==> src/hw/rtl/mbet_pkg.sv <==
`default_nettype none
package mbet_pkg;

  typedef enum logic [1:0] {
    KIND_PRESS   = 2'd0,
    KIND_RELEASE = 2'd1,
    KIND_MOVE    = 2'd2
  } event_kind_e;

  typedef enum logic {
    REG_WINDOW = 1'b0,
    REG_ENABLE = 1'b1
  } reg_idx_e;

  localparam logic [31:0] WINDOW_RESET = 32'd500000;
  localparam logic [2:0]  ENABLE_RESET = 3'd7;

  localparam int unsigned NUM_BUTTONS = 3;

  typedef struct packed {
    logic [31:0] window;
    logic [2:0]  enable;
  } cfg_t;

endpackage
`default_nettype wire

==> src/hw/rtl/mbet_cfg_regs.sv <==
`default_nettype none
module mbet_cfg_regs (
  input  wire logic         clk_i,
  input  wire logic         rst_ni,
  input  wire logic         psel,
  input  wire logic         penable,
  input  wire logic         pwrite,
  input  wire logic [2:0]   paddr,
  input  wire logic [31:0]  pwdata,
  output logic [31:0]       prdata,
  output logic              pready,
  output mbet_pkg::cfg_t    cfg_o
);
  import mbet_pkg::*;

  cfg_t     cfg_q, cfg_d;
  reg_idx_e idx;
  logic     wr_en;

  // Registers are word spaced; the byte offset bits are not decoded.
  assign idx    = reg_idx_e'(paddr[2]);
  assign wr_en  = psel && penable && pwrite;
  assign pready = 1'b1;
  assign cfg_o  = cfg_q;

  always_comb begin
    cfg_d = cfg_q;
    if (wr_en) begin
      unique case (idx)
        REG_WINDOW: cfg_d.window = pwdata;
        REG_ENABLE: cfg_d.enable = pwdata[2:0];
        default:    cfg_d = cfg_q;
      endcase
    end
  end

  always_comb begin
    unique case (idx)
      REG_WINDOW: prdata = cfg_q.window;
      REG_ENABLE: prdata = {29'd0, cfg_q.enable};
      default:    prdata = 32'd0;
    endcase
  end

  always_ff @(posedge clk_i or negedge rst_ni) begin
    if (!rst_ni) begin
      cfg_q.window <= WINDOW_RESET;
      cfg_q.enable <= ENABLE_RESET;
    end else begin
      cfg_q <= cfg_d;
    end
  end

endmodule
`default_nettype wire

==> src/hw/rtl/mouse_button_event_tracker.sv <==
// Path: a sample beat is registered in the input register, then loaded into the event buffer.
// Throughput: one sample per cycle while each yields at most one event and tready is
// high; a sample with more events stalls the input while they leave, one beat per cycle while tready is high.
// Reset: button, press-time and previous-position state clear to zero, the
// double-click window resets to 500000 and the enable mask to all buttons.
`default_nettype none
module mouse_button_event_tracker (
  input  wire logic         clk_i,
  input  wire logic         rst_ni,
  // Sample stream.
  input  wire logic         s_axis_tvalid,
  output logic              s_axis_tready,
  // [47:0] sample_time, [63:48] pos_x, [79:64] pos_y, [83:80] modifier_keys,
  // [84] left_down, [85] right_down, [86] middle_down, [87] zero
  input  wire logic [87:0]  s_axis_tdata,
  // Event stream.
  output logic              m_axis_tvalid,
  input  wire logic         m_axis_tready,
  // [1:0] which_button, [17:2] out_x, [33:18] out_y, [37:34] out_modifiers,
  // [38] is_double, [41:39] held_mask, [47:42] zero
  output logic [47:0]       m_axis_tdata,
  // [1:0] event_kind
  output logic [1:0]        m_axis_tuser,
  // last_of_run
  output logic              m_axis_tlast,
  // Configuration port.
  input  wire logic         psel,
  input  wire logic         penable,
  input  wire logic         pwrite,
  input  wire logic [2:0]   paddr,
  input  wire logic [31:0]  pwdata,
  output logic [31:0]       prdata,
  output logic              pready
);
  import mbet_pkg::*;

  // ------------------------------------------------------------------------
  // Configuration registers.
  // ------------------------------------------------------------------------
  cfg_t cfg;

  mbet_cfg_regs u_cfg (
    .clk_i   (clk_i),
    .rst_ni  (rst_ni),
    .psel    (psel),
    .penable (penable),
    .pwrite  (pwrite),
    .paddr   (paddr),
    .pwdata  (pwdata),
    .prdata  (prdata),
    .pready  (pready),
    .cfg_o   (cfg)
  );

  // ------------------------------------------------------------------------
  // Input register. A sample waits here until the event buffer can take
  // all the events it causes; the button state is updated in that same cycle.
  // ------------------------------------------------------------------------
  logic        in_valid_q, in_valid_d;
  logic [47:0] in_time_q;
  logic [15:0] in_x_q, in_y_q;
  logic [3:0]  in_mods_q;
  logic [2:0]  in_lev_q;

  logic in_accept;
  logic buf_free;
  logic load;

  assign s_axis_tready = !in_valid_q || buf_free;
  assign in_accept     = s_axis_tvalid && s_axis_tready;
  assign load          = in_valid_q && buf_free;
  assign in_valid_d    = in_accept || (in_valid_q && !load);

  always_ff @(posedge clk_i or negedge rst_ni) begin
    if (!rst_ni) begin
      in_valid_q <= 1'b0;
    end else begin
      in_valid_q <= in_valid_d;
    end
  end

  always_ff @(posedge clk_i) begin
    if (in_accept) begin
      in_time_q <= s_axis_tdata[47:0];
      in_x_q    <= s_axis_tdata[63:48];
      in_y_q    <= s_axis_tdata[79:64];
      in_mods_q <= s_axis_tdata[83:80];
      in_lev_q  <= s_axis_tdata[86:84];
    end
  end

  // ------------------------------------------------------------------------
  // Tracker state.
  // ------------------------------------------------------------------------
  logic [2:0]  held_q, held_d;
  logic [2:0]  ptv_q, ptv_d;
  logic [47:0] pt_q [NUM_BUTTONS];
  logic [47:0] pt_d [NUM_BUTTONS];
  logic [15:0] prev_x_q, prev_y_q;

  // Event decisions for the sample in the input register.
  logic [2:0]         press, rel, stay, dbl, in_window;
  logic signed [49:0] delta [NUM_BUTTONS];
  logic               moved, want_move;

  // The time difference is signed, so a timestamp that went backwards
  // always lands inside the window. Fifty bits hold any 48-bit difference
  // and the zero-extended window without overflow.
  always_comb begin
    for (int b = 0; b < NUM_BUTTONS; b++) begin
      delta[b]     = $signed({2'b00, in_time_q}) - $signed({2'b00, pt_q[b]});
      in_window[b] = delta[b] < $signed({18'd0, cfg.window});
      press[b]     = !held_q[b] && in_lev_q[b];
      rel[b]       = held_q[b] && !in_lev_q[b];
      stay[b]      = held_q[b] && in_lev_q[b];
      dbl[b]       = press[b] && cfg.enable[b] && ptv_q[b] && in_window[b];
    end
  end

  // Only buttons that were already held and are still down ask for a move,
  // and then only if the pointer really went somewhere.
  assign moved     = (in_x_q != prev_x_q) || (in_y_q != prev_y_q);
  assign want_move = (|stay) && moved;

  // A double click consumes the stored press so that a third quick press
  // counts as a single click again; any other press records its time.
  always_comb begin
    held_d = held_q;
    ptv_d  = ptv_q;
    for (int b = 0; b < NUM_BUTTONS; b++) begin
      pt_d[b] = pt_q[b];
    end
    if (load) begin
      held_d = in_lev_q;
      for (int b = 0; b < NUM_BUTTONS; b++) begin
        if (press[b]) begin
          ptv_d[b] = !dbl[b];
          if (!dbl[b]) begin
            pt_d[b] = in_time_q;
          end
        end
      end
    end
  end

  always_ff @(posedge clk_i or negedge rst_ni) begin
    if (!rst_ni) begin
      held_q   <= '0;
      ptv_q    <= '0;
      prev_x_q <= '0;
      prev_y_q <= '0;
      for (int b = 0; b < NUM_BUTTONS; b++) begin
        pt_q[b] <= '0;
      end
    end else begin
      held_q <= held_d;
      ptv_q  <= ptv_d;
      for (int b = 0; b < NUM_BUTTONS; b++) begin
        pt_q[b] <= pt_d[b];
      end
      if (load) begin
        prev_x_q <= in_x_q;
        prev_y_q <= in_y_q;
      end
    end
  end

  // ------------------------------------------------------------------------
  // Event buffer. One pending bit per possible event: bits 0 to 2 are the
  // left, right and middle button events and bit 3 the move. Events leave
  // lowest bit first, which is exactly the order left, right, middle, move.
  // ------------------------------------------------------------------------
  logic [3:0]  pend_q, pend_d, pend_rest;
  logic [15:0] ev_x_q, ev_y_q;
  logic [3:0]  ev_mods_q;
  logic [2:0]  ev_rel_q, ev_dbl_q, ev_lev_q;
  logic        pop;

  assign pend_rest     = pend_q & (pend_q - 4'd1);
  assign m_axis_tvalid = |pend_q;
  assign m_axis_tlast  = (pend_rest == 4'd0);
  assign pop           = m_axis_tvalid && m_axis_tready;

  // The buffer takes a new sample once it is empty or its last beat leaves.
  assign buf_free = !m_axis_tvalid || (pop && m_axis_tlast);

  always_comb begin
    pend_d = pend_q;
    if (load) begin
      pend_d = {want_move, press | rel};
    end else if (pop) begin
      pend_d = pend_rest;
    end
  end

  always_ff @(posedge clk_i or negedge rst_ni) begin
    if (!rst_ni) begin
      pend_q <= '0;
    end else begin
      pend_q <= pend_d;
    end
  end

  always_ff @(posedge clk_i) begin
    if (load) begin
      ev_x_q    <= in_x_q;
      ev_y_q    <= in_y_q;
      ev_mods_q <= in_mods_q;
      ev_rel_q  <= rel;
      ev_dbl_q  <= dbl;
      ev_lev_q  <= in_lev_q;
    end
  end

  // ------------------------------------------------------------------------
  // Output formatting for the lowest pending event.
  // ------------------------------------------------------------------------
  event_kind_e out_kind;
  logic [1:0]  out_btn;
  logic [3:0]  out_mods;
  logic        out_dbl;
  logic [2:0]  out_held;
  logic        btn_sel;
  logic [1:0]  btn_idx;

  always_comb begin
    btn_sel = 1'b1;
    btn_idx = 2'd0;
    if (pend_q[0]) begin
      btn_idx = 2'd0;
    end else if (pend_q[1]) begin
      btn_idx = 2'd1;
    end else if (pend_q[2]) begin
      btn_idx = 2'd2;
    end else begin
      btn_sel = 1'b0;
    end
  end

  always_comb begin
    out_kind = KIND_MOVE;
    out_btn  = 2'd0;
    out_mods = 4'd0;
    out_dbl  = 1'b0;
    out_held = ev_lev_q;
    if (btn_sel) begin
      out_btn  = btn_idx;
      out_held = 3'd0;
      if (ev_rel_q[btn_idx]) begin
        out_kind = KIND_RELEASE;
      end else begin
        out_kind = KIND_PRESS;
        out_mods = ev_mods_q;
        out_dbl  = ev_dbl_q[btn_idx];
      end
    end
  end

  assign m_axis_tuser = out_kind;
  assign m_axis_tdata = {6'd0, out_held, out_dbl, out_mods, ev_y_q, ev_x_q, out_btn};

endmodule
`default_nettype wire

==> config.mk <==
export PLATFORM = sky130hd
export DESIGN_NAME = mouse_button_event_tracker
export DESIGN_NICKNAME = d
export VERILOG_FILES = /design/src/hw/rtl/mbet_pkg.sv /design/src/hw/rtl/mbet_cfg_regs.sv /design/src/hw/rtl/mouse_button_event_tracker.sv
export SDC_FILE = /design/constraint.sdc
export NUM_CORES = 1
export LEC_CHECK = 0
export CELL_PAD_IN_SITES_DETAIL_PLACEMENT = 0
export CELL_PAD_IN_SITES_GLOBAL_PLACEMENT = 2
export CORE_MARGIN = 2
export CORE_UTILIZATION = 25
export CTS_CLUSTER_DIAMETER = 30
export DETAILED_ROUTE_END_ITERATION = 10
export DONT_BUFFER_PORTS = 1
export HOLD_SLACK_MARGIN = 0.06
export PLACE_DENSITY = 0.54
export SYNTH_ARGS = -nofsm -noshare
export SYNTH_HDL_FRONTEND = slang
export SYNTH_SLANG_ARGS = --single-unit
==> constraint.sdc <==
create_clock -name clk_i -period 5.62 [get_ports clk_i]
set_input_delay 0.843 -clock clk_i [delete_from_list [all_inputs] [get_ports clk_i]]
set_output_delay 0.843 -clock clk_i [all_outputs]
set_load 0.1 [all_outputs]
==> results of run 1 <==
cell usage in the layout, fill, tap and decap left out, drive strengths merged, types with 9 or more instances in the layout:
cell type,netlist,layout
dfstp,10,10
nor2b,21,21
o21ai,156,156
inv,226,228
o31ai,9,9
ha,246,246
mux2i,14,14
clkinv,0,42
and2,15,15
a21boi,11,11
a31oi,27,27
mux2,180,180
nor2,171,171
o2111ai,15,15
nor4,17,17
xor2,44,44
clkbuf,65,143
nor3,34,34
nand4,78,78
o21bai,18,18
a21o,48,48
nand2,286,286
nand3,52,52
o21a,38,38
or3,14,14
buf,44,353
dfrtp,212,212
and4,10,10
and3,9,9
a21oi,203,203
bufinv,0,29
xnor2,91,91
nand2b,23,23
a211o,9,9
a2111oi,12,12
o211ai,22,22
a211oi,21,21
edfxtp,132,132
worst reg2reg max path: cells and delay by family (launching register included):
| kind | cells | cell delay (ps) |
|---|---|---|
| AO/OA/AOI/OAI | 8 | 2010 |
| AND/OR/NAND/NOR | 6 | 1010 |
| adder cells (fa/ha/maj) | 2 | 670 |
| multiplexers | 1 | 310 |
| XOR/XNOR | 1 | 150 |
| buffers and inverters | 6 | 930 |
| flip-flops | 1 | 490 |
logic make-up after synthesis:
family,synth area share [%]
and+or+nand+nor,14.0
AOI/OAI and AO/OA,16.7
DFF,37.9
xor gates and xnor gates,4.70
buffers and inverters,5.38
adders and majority gates,12.5
muxes,8.77
other,0.0299
worst max-delay path by stage:
stage                 to  slack, ps  cells after the start
2_1_floorplan   pt_q[74]          9                     26
3_3_place_gp   pt_q[136]      -1010                     25
3_5_place_dp   pt_q[135]      -1070                     25
4_1_cts         pt_q[65]       -130                     26
5_1_grt        pt_q[127]       -360                     26
6_report       pt_q[106]        -90                     24
sequential cells by signal, summed over array words and instances (netlist names), 3 cells and up:
register,count
ptv_q,3
ev_dbl_q,3
held_q,3
in_y_q,16
pend_q,4
in_x_q,16
in_lev_q,3
u_cfg.cfg_o,35
prev_x_q,16
pt_q,144
ev_y_q,16
in_mods_q,4
in_time_q,48
ev_x_q,16
ev_mods_q,4
prev_y_q,16
ev_rel_q,3
ev_lev_q,3
cell type report:
type | count | area, µm²
fill | 10124 | 64800
multi-input combinational | 1996 | 15500
sequential | 354 | 9530
timing repair buffer | 360 | 3190
clock buffer | 137 | 3110
tap | 1298 | 1620
clock inverter | 80 | 1290
inverter | 226 | 850
antenna | 4 | 10.0
stage by stage:
stage	std cells	setup TNS, ps
final	4455	-2100
after global placement	4179	-95950
after CTS	4436	-6160
after floorplan	2685	0
after global routing	4452	-29500
after detailed placement	4179	-100690
what timing repair did:
item | 4_1_cts | 5_1_grt
buffers inserted | 36 | 18
setup endpoints to repair | 149 | 148
pin swaps | 67 | 59
hold endpoints to repair | 219 | 212
gates resized for setup | 132 | 159
gates cloned | 8 | 7
per-layer routing:
layer / share of wire (%) / wire, µm
met1: 46 / 46000
met5: 0.081 / 80
met2: 47 / 46100
met4: 2.9 / 2870
met3: 4.1 / 4070
==> results by group, run 1 <==
Global routing
  • Vias in the first global route: 22953
  • Global route hottest layer: met2
  • Met1 GRT Util: 25.0%
  • Initial antenna violation count: 9
  • GR Util met3: 3.46%
  • Global route overflow: 0
  • First-pass GRT wire length: 145000 µm
  • Largest net degree at the start of global routing: 223
  • GRT Total Usage: 18.7%
  • Met2 Use GR: 30.3%

Timing
  • Hold_ws: 242 ps
  • Slew @ Worst Pin: 1400 ps
  • Final Setup Violations: 43
  • Max Fclk: 175 MHz
  • RSZ-0062 raised after global routing: yes
  • Worst slew margin relative to its limit: 6.93%
  • Min Tclk post-route: 5710 ps
  • Final period utilization: 102%
  • Clk_skew: 59.6 ps
  • Fin. max-slew vios: 0
  • Fin worst setup slack: -91.0 ps
  • Hold Vio Cnt, Final: 0

Critical path
  • CP Buf/Inv Count: 6
  • Max incr delay on CP: 490 ps
  • RR Startpoint: in_time_q[15]
  • Crit end category: register
  • Crit-path max FO: 6
  • R2r endpoint: pt_q[106]
  • Flop2flop setup slack: -90 ps
  • Crit path kind: register to register
  • Setup crit start: in_time_q[15]
  • Worst path cell trace: ha_1 > buf_4 > a21oi_1 > buf_4 > o21ai_0 > nor2_1 > buf_4 > a21boi_2 > nand2_2 > xnor2_1 > ha_1 > and4_1 > a221o_1 > a2111oi_4 > a21oi_2 > a211oi_2 > o2111ai_2 > nor4_2 > nand4_1 > nand4_1 > buf_6 > buf_8 > clkbuf_16 > mux2_4
  • Worst setup SP type: register
  • CP most frequent cell: buf_4
  • CP max-delay cell: edfxtp_1
  • WP data required: 6180 ps
  • Number of cells on the worst reg-to-reg path: 24
  • Largest delay contributor family on the critical path: compound AO/OA/AOI/OAI gates
  • Critical Path AT: 6270 ps

Yosys
  • Cell Area, Synth: 0.0252 mm²
  • Post-synth EDFFs: 132
  • Cell taking the most area after synthesis: dfrtp_1
  • Largest cells by area after synthesis: dfrtp_1 (21%), edfxtp_1 (16%), ha_1 (12%)
  • Post-synth top cells: nand2_1 (286), ha_1 (246), inv_1 (225), dfrtp_1 (212), a21oi_1 (203)
  • Synth Flop Type: dfrtp_1
  • Distinct cells, synth: 86
  • Most common cell in the netlist: nand2_1
  • Share of the synthesized area in the top cell type: 21.1%
  • Register area share after synthesis: 37.9%
  • Syn Inst Count: 2680
  • Synth Register Bits: 354
  • FFs w/ async S/R, synth: 62.7%
  • Synth warn: 0
  • Syn Area/Cell: 9.38 µm²

Clocking
  • H-tree levels: 3
  • Clk sinks: 354
  • Num CTS Buffers: 114
  • CTS tree: done
  • Maximum root-to-sink buffer count: 3
  • Clk_lat worst skew: 690 ps
  • Clk Tree Root Cell: clkbuf_16
  • Reg clk slew, reported paths: 50 ps

Die
  • Die width: 321 µm
  • Starting Density: 25.2%
  • IO Pins: 216
  • Full die area: 0.103 mm²
  • Core ar.: 0.0999 mm²
  • Die H: 321 µm
  • Row cnt: 116

Drt
  • Post-DRT Antenna Nets: 0
  • First-pass iteration count of the detailed router: 5
  • Total wire length: 99100 µm
  • Total vias in the final route: 22058
  • DRC: 0
  • WL per Instance: 22.2 µm
  • Iter 0 DRT Violations: 1199
  • Via density: 4.95

Run status
  • Failing checks: negative setup slack
  • Outcome: finished with violations

Job
  • MaxCap Viol Count: 0

Placed design
  • Gpl congestion: 0.856
  • Area after DPL: 0.0288 mm²
  • Buffers on Ports: 0
  • Post-DP HPWL: 73000 µm
  • Post-place setup slack: -1070 ps

Final layout
  • Layout cells sized above 1: 29.4%
  • Nets: 3431
  • P&R area growth vs syn: 39.5%
  • Design Area, Final: 0.0351 mm²
  • Final core occ: 35.1%

Min path
  • Worst Hold Endpoint: in_y_q[9]
  • Hold_sp: s_axis_tdata[73]
  • Hold Path Cell Cnt: 0
  • Worst Hold Class: input port to register
Power of run 1 is left out: the tool's default activity adds up to more than one toggle a clock period on the data nets, which glitch-free logic cannot reach.
==> inputs of run 2 (changes only) <==
--- a/config.mk
+++ b/config.mk
@@ -9,6 +9,7 @@
 export CELL_PAD_IN_SITES_GLOBAL_PLACEMENT = 2
 export CORE_MARGIN = 2
 export CORE_UTILIZATION = 25
+export CTS_BUF_LIST = sky130_fd_sc_hd__clkbuf_2
 export CTS_CLUSTER_DIAMETER = 30
 export DETAILED_ROUTE_END_ITERATION = 10
 export DONT_BUFFER_PORTS = 1
==> results by group, run 2 (same netlist as run 1, synthesis figures left out) <==
Run status
  • Outcome: finished with violations
  • Failing checks: negative setup slack

Clocking
  • Clk sinks: 354
  • Clk Tree Root Cell: clkbuf_2
  • CTS tree: done
  • Reg clk slew, reported paths: 90 ps
  • Maximum root-to-sink buffer count: 3
  • Num CTS Buffers: 132
  • H-tree levels: 4
  • Clk_lat worst skew: 1410 ps

Critical path
  • Crit end category: register
  • Worst setup SP type: register
  • Max incr delay on CP: 460 ps
  • Critical Path AT: 6940 ps
  • Flop2flop setup slack: -110 ps
  • R2r endpoint: pt_q[129]
  • CP max-delay cell: edfxtp_1
  • Worst path cell trace: buf_4 > ha_1 > nand4_1 > or3_1 > or2_2 > o211a_4 > nor2_4 > a311oi_4 > xnor2_2 > ha_1 > and4_1 > a221o_1 > a2111oi_4 > a21oi_2 > a211oi_2 > o2111ai_2 > nor4_2 > nand4_1 > nand4_1 > buf_6 > buf_8 > buf_12 > mux2_4
  • Crit-path max FO: 7
  • WP data required: 6840 ps
  • RR Startpoint: in_time_q[14]
  • Number of cells on the worst reg-to-reg path: 23
  • CP most frequent cell: nand4_1
  • Crit path kind: register to register

Final layout
  • Layout cells sized above 1: 27.0%
  • Number of flip-flops in the largest register: 144
  • Top reg by flops: pt_q
  • Most common cell after layout, fill and taps aside: buf_4
  • Highest-count cells in the layout ignoring fill and taps: buf_4 (312), nand2_1 (283), dlygate4sd3_1 (249), ha_1 (234), inv_1 (224)
  • P&R area growth vs syn: 37.1%
  • Nets: 3698

Global routing
  • Global route overflow: 0
  • Vias in the first global route: 23993
  • Initial antenna violation count: 2
  • Largest net degree at the start of global routing: 223
  • First-pass GRT wire length: 148000 µm
  • GRT Total Usage: 19.1%

Timing
  • Min Tclk post-route: 5730 ps
  • Fin. max-slew vios: 0
  • Final period utilization: 102%
  • RSZ-0062 raised after global routing: yes
  • Hold_ws: 310 ps
  • Hold Vio Cnt, Final: 0
  • Max Fclk: 175 MHz
  • Slew @ Worst Pin: 1180 ps
  • Fin worst setup slack: -106 ps
  • Final Setup Violations: 56
  • Clk_skew: 123 ps
  • Worst slew margin relative to its limit: 21.1%

Drt
  • Total vias in the final route: 22834
  • First-pass iteration count of the detailed router: 5
  • WL per Instance: 20.9 µm
  • Post-DRT Antenna Nets: 0
  • Iter 0 DRT Violations: 1274
  • Total wire length: 99100 µm
  • DRC: 0
  • Via density: 4.83

Min path
  • Worst Hold Endpoint: u_cfg.cfg_o[0]
  • Worst Hold Class: input port to register
  • Hold Path Cell Cnt: 3
  • Hold_sp: penable

Placed design
  • Post-DP HPWL: 73000 µm
  • Buffers on Ports: 0
  • Gpl congestion: 0.856

Die
  • Die width: 321 µm
  • IO Pins: 216
  • Die H: 321 µm
  • Full die area: 0.103 mm²
  • Core ar.: 0.0999 mm²
  • Row cnt: 116
  • Starting Density: 25.2%

Job
  • MaxCap Viol Count: 0
## run 2: cell types whose count changed in the layout (fill, tap and decap cells not counted), moves of 4 or more
cell           previous run  this run
clkinvlp_4                7         3
dlygate4sd3_1             1       249
inv_6                     1         5
bufinv_16                29         3
buf_12                   14        18
clkbuf_2                  0       167
clkinv_1                  4        36
clkinv_4                 11         2
clkbuf_16               123         2
clkbuf_8                 11         0
clkbuf_1                  9         0
## run 2: metal layers
| layer | share of wire, % | GRT usage (%) | up-vias |
|---|---|---|---|
| li1 | - | - | 11041 |
| met1 | 47 | 25.5 | 11168 |
| met2 | 47 | 31.3 | 490 |
| met3 | 3.9 | 3.09 | 135 |
| met4 | 2.4 | 6.34 | 0 |
| met5 | 0 | 0 | - |
## run 2: final cells by class
class | count | area (µm²)
Tap cell | 1298 | 1620
Clock buffer | 167 | 836
Multi-Input combinational cell | 1996 | 15500
Clock inverter | 77 | 464
Timing Repair Buffer | 609 | 5710
Inverter | 226 | 850
Antenna cell | 4 | 10.0
Fill cell | 10340 | 65400
Sequential cell | 354 | 9530
## run 2: what timing repair did
action / CTS / global route
gates cloned: 14 / 2
hold buffers: 249 / 1
hold endpoints to repair: 468 / 56
endpoints found under the setup margin: 149 / 147
gates resized for setup: 132 / 166
pin swaps: 46 / 64
buffers inserted: 36 / 19
## run 2: how the worst max path moves through the flow
stage	start	endpoint	cells past startpoint
2_1_floorplan	in_time_q[0]	pt_q[74]	26
3_3_place_gp	in_time_q[0]	pt_q[136]	25
3_5_place_dp	in_time_q[0]	pt_q[135]	25
4_1_cts	in_time_q[0]	pt_q[118]	28
5_1_grt	in_time_q[0]	pt_q[81]	26
6_report	in_time_q[14]	pt_q[129]	23
## run 2: through the flow
| step | cells | setup TNS (ps) | util [%] | setup slack (ps) | instance area [µm²] |
|---|---|---|---|---|---|
| floorplan | 2685 | 0 | - | 9.42 | 25200 |
| global placement | 4179 | -95950 | 28.9 | -1010 | 28800 |
| detailed placement | 4179 | -100690 | 28.9 | -1070 | 28800 |
| CTS | 4719 | -15270 | 33.8 | -205 | 33800 |
| global route | 4731 | -37110 | 34.5 | -389 | 34500 |
| finish | 4731 | -2580 | 34.5 | -106 | 34500 |
## run 2: worst max-delay path, delay by kind of cell (launching register included)
family | cells | cell delay, ps
XOR/XNOR | 1 | 180
multiplexers | 1 | 310
buffers and inverters | 4 | 640
AND/OR/NAND/NOR | 8 | 1720
flip-flops | 1 | 460
AO/OA/AOI/OAI | 7 | 1620
adder cells (fa/ha/maj) | 2 | 610
Power of run 2 is left out for the same reason.
